[src/design/bua_pkg.sv]
`timescale 1ns / 1ps

package bua_pkg;

   // Field widths
   localparam int NUM_W    = 16;
   localparam int BASE_W   = 15;
   localparam int STATUS_W = 2;
   localparam int CSR_IDX_W = 2;
   localparam int CSR_DATA_W = 16;

   // Bitmap word geometry: 32 units per word, 32 words per summary word
   localparam int WORD_W   = 32;
   localparam int WORD_LOG = 5;

   // Request opcodes
   localparam logic OP_ALLOC = 1'b0;
   localparam logic OP_FREE  = 1'b1;

   // Response status codes
   localparam logic [STATUS_W-1:0] ST_OK           = 2'd0;
   localparam logic [STATUS_W-1:0] ST_FULL         = 2'd1;
   localparam logic [STATUS_W-1:0] ST_RANGE        = 2'd2;
   localparam logic [STATUS_W-1:0] ST_ALREADY_FREE = 2'd3;

   // Register indexes
   localparam logic [CSR_IDX_W-1:0] CSR_TOTAL_UNITS = 2'd0;
   localparam logic [CSR_IDX_W-1:0] CSR_BASE_OFFSET = 2'd1;

   // Result of the find-first-zero unit
   typedef struct packed {
      logic                none;
      logic [WORD_LOG-1:0] pos;
   } ffz_type;

endpackage

[src/design/bua_ffz.sv]
`timescale 1ns / 1ps

module bua_ffz (
   input  logic [bua_pkg::WORD_W-1:0] word,
   output bua_pkg::ffz_type           res
);

   always_comb begin
      res.none = &word;
      res.pos  = '0;
      // scan downward so the lowest clear bit wins
      for (int i = bua_pkg::WORD_W - 1; i >= 0; i--) begin
         if (!word[i]) begin
            res.pos = bua_pkg::WORD_LOG'(i);
         end
      end
   end

endmodule

[config.mk]
export PLATFORM = sky130hd
export DESIGN_NAME = bua_ffz
export DESIGN_NICKNAME = d
export VERILOG_FILES = /design/src/design/bua_pkg.sv /design/src/design/bua_ffz.sv
export SDC_FILE = /design/constraint.sdc
export NUM_CORES = 1
export LEC_CHECK = 0
export BUFFER_PORTS_ARGS = -buffer_cell sky130_fd_sc_hd__buf_2
export CORE_AREA = 8 8 45 47
export DETAILED_ROUTE_END_ITERATION = 12
export DIE_AREA = 0 0 53 55
export PLACE_DENSITY = 0.66
export SLEW_MARGIN = 20
export SYNTH_ARGS = -nofsm -noshare
export SYNTH_HDL_FRONTEND = slang
export SYNTH_SLANG_ARGS = --single-unit
[constraint.sdc]
create_clock -name vclk -period 2.2
set_clock_uncertainty 0.2 [all_clocks]
set_input_delay 0.55 -clock vclk [all_inputs]
set_output_delay 0.55 -clock vclk [all_outputs]
set_load 0.05 [all_outputs]
==> metrics.yaml <==
fin_nets: 162
power_mw: 0.139
period_needed_ps: 2390
crit_type: "input pin to primary output"
worstMarginPinSlew_ps: 285
vias: 757
via_per_inst: 5.26
slew-limit-headroom: 0.810
syn_area_sq_um: 374
synthTopCellsByArea: "nand4_1, nand2_1, nand3_1, a31oi_1, inv_1"
synth_nets: 99
io_buffer_count: 38
hold_path_class: "input pin to primary output"
ant_nets: 0
first_global_vias: 759
syn_avg_cell_area_sq_um: 5.58
grt_remaining_overflow: 0
fin_ws_ps: -186
status: "complete, but fails checks"
cp-end-kind: "primary output"
rows: 14
start_util: 0.270
hold_buffers: 0
violations: "negative setup slack"
drtPass1Iterations: 4
seq_cells: 0
cp_data_required_time_ps: 1450
core_sq_um: 1380
total_leakage_power_nw: 0.440
synth_warnings: 0
dieHeight_um: 55
drv_cap: 0
powerDensity_nw_per_um2: 150
path_max_fanout: 2
drt_iter0_markers: 10
antenna_found_initial: 0
tns_ps: -698
grt.total_usage: 0.121
routed_wl_um: 1900
crit_start: "word[11]"
diodes: 0
yosysUniqueCellTypes: 23
critPathArrivalTime_ps: 1640
die_area_sq_um: 2920
hold_viol: 0
die_w_um: 53
regArea_sq_um: 0
io_pins: 38
finalSetupViolations: 6
syn_inst: 67
period_share: 1.08
grt_max_degree: 6
place_congestion: 0.726
place_ws_ps: -262
start_kind: "input pin"
drt-wirelength-per-cell_um: 13.2
vdd_drop_max_uv: 76.8
crit_end: "res[0]"
hpwl_um: 1490
drc: 0
rsz0062_at_grt: "yes"
yosysTopAreaCell: "nand4_1"
drive_gt1_frac: 0.586
n_clock_buffer: 0
area_growth_pct: 148
grt_pass1_wl_um: 2870
synth_top_area_share: 0.167
slew_violations: 0
max_freq_mhz: 419
yosysSeqAreaShare: 0
[final cells by class]
cell class	count	area (sq um)
timing repair buffer	61	478
fill	119	454
multi-input combinational	61	409
inverter	6	22.5
tap	16	20.0
[routing by layer]
layer	global-route usage	share of wire
met2	0.248	0.54
met4	0.0172	0
met1	0.130	0.41
met3	0.0107	0.051
met5	0	0
[worst max-delay path: stages]
cell and delay [ps]:
buf_2 100, inv_1 40, o21ai_1 60, a21o_1 170, a2111oi_2 290, o221a_2 260
buf_6 150
[stage by stage]
stage | utilization | cell area [sq um] | hold slack, ps | std cells
after floorplan | - | 397 | 1090 | 67
after global placement | 0.547 | 757 | 1430 | 141
after detailed placement | 0.547 | 757 | 1440 | 141
after CTS | 0.645 | 892 | 1370 | 143
after global routing | 0.672 | 930 | 1380 | 144
final | 0.672 | 930 | 1380 | 144
[layout by cell type (no fill, tap or decap), drive strengths merged, types with 2 or more instances in the layout]
| cell | n |
|---|---|
| a21oi | 3 |
| a31oi | 4 |
| buf | 61 |
| inv | 6 |
| nand2 | 11 |
| nand3 | 6 |
| nand4 | 10 |
| nor2 | 5 |
| nor3 | 4 |
| o2111ai | 2 |
| o21ai | 5 |
[logic make-up after synthesis]
group / after synthesis / share of synthesized area
simple gates: 42 / 0.589
compound gates: 19 / 0.351
buf+inv: 6 / 0.0602
[timing repair]
item                       in CTS  in global routing
cloned                          0                  0
setup endpoints to repair       6                  6
buffers inserted                2                  1
pin swaps                      13                  9
gates resized for setup        28                  6
[where the power goes]
| part | switching [mW] | internal [mW] | leakage [nW] |
|---|---|---|---|
| Clock | 0 | 0 | 0 |
| Combinational | 0.0641 | 0.0750 | 0.440 |
| Sequential | 0 | 0 | 0 |
[worst min path at each step]
stage / start / end / depth (start not counted)
2_1_floorplan: word[0] / res[1] / 2
3_3_place_gp: word[0] / res[2] / 5
3_5_place_dp: word[0] / res[0] / 4
4_1_cts: word[2] / res[0] / 3
5_1_grt: word[2] / res[0] / 3
6_report: word[2] / res[0] / 3
[cells in the mapped netlist]
| master | number |
|---|---|
| a21oi_1 | 3 |
| nand3_1 | 6 |
| a21boi_0 | 1 |
| nand2_1 | 11 |
| nor3_2 | 1 |
| inv_1 | 6 |
| a211oi_1 | 1 |
| a21o_1 | 1 |
| nand4_1 | 10 |
| o2111ai_1 | 2 |
| nor2b_1 | 1 |
| and2b_1 | 1 |
| nor2_1 | 5 |
| a31oi_1 | 4 |
| o21ai_0 | 4 |
| nand3b_1 | 1 |
| nand2b_1 | 1 |
| o21ai_1 | 1 |
| nor3_1 | 3 |
| o221a_2 | 1 |
| a2111oi_2 | 1 |
| and4_1 | 1 |
| or3_1 | 1 |
Note: power is estimated with default switching activity, not from simulation.
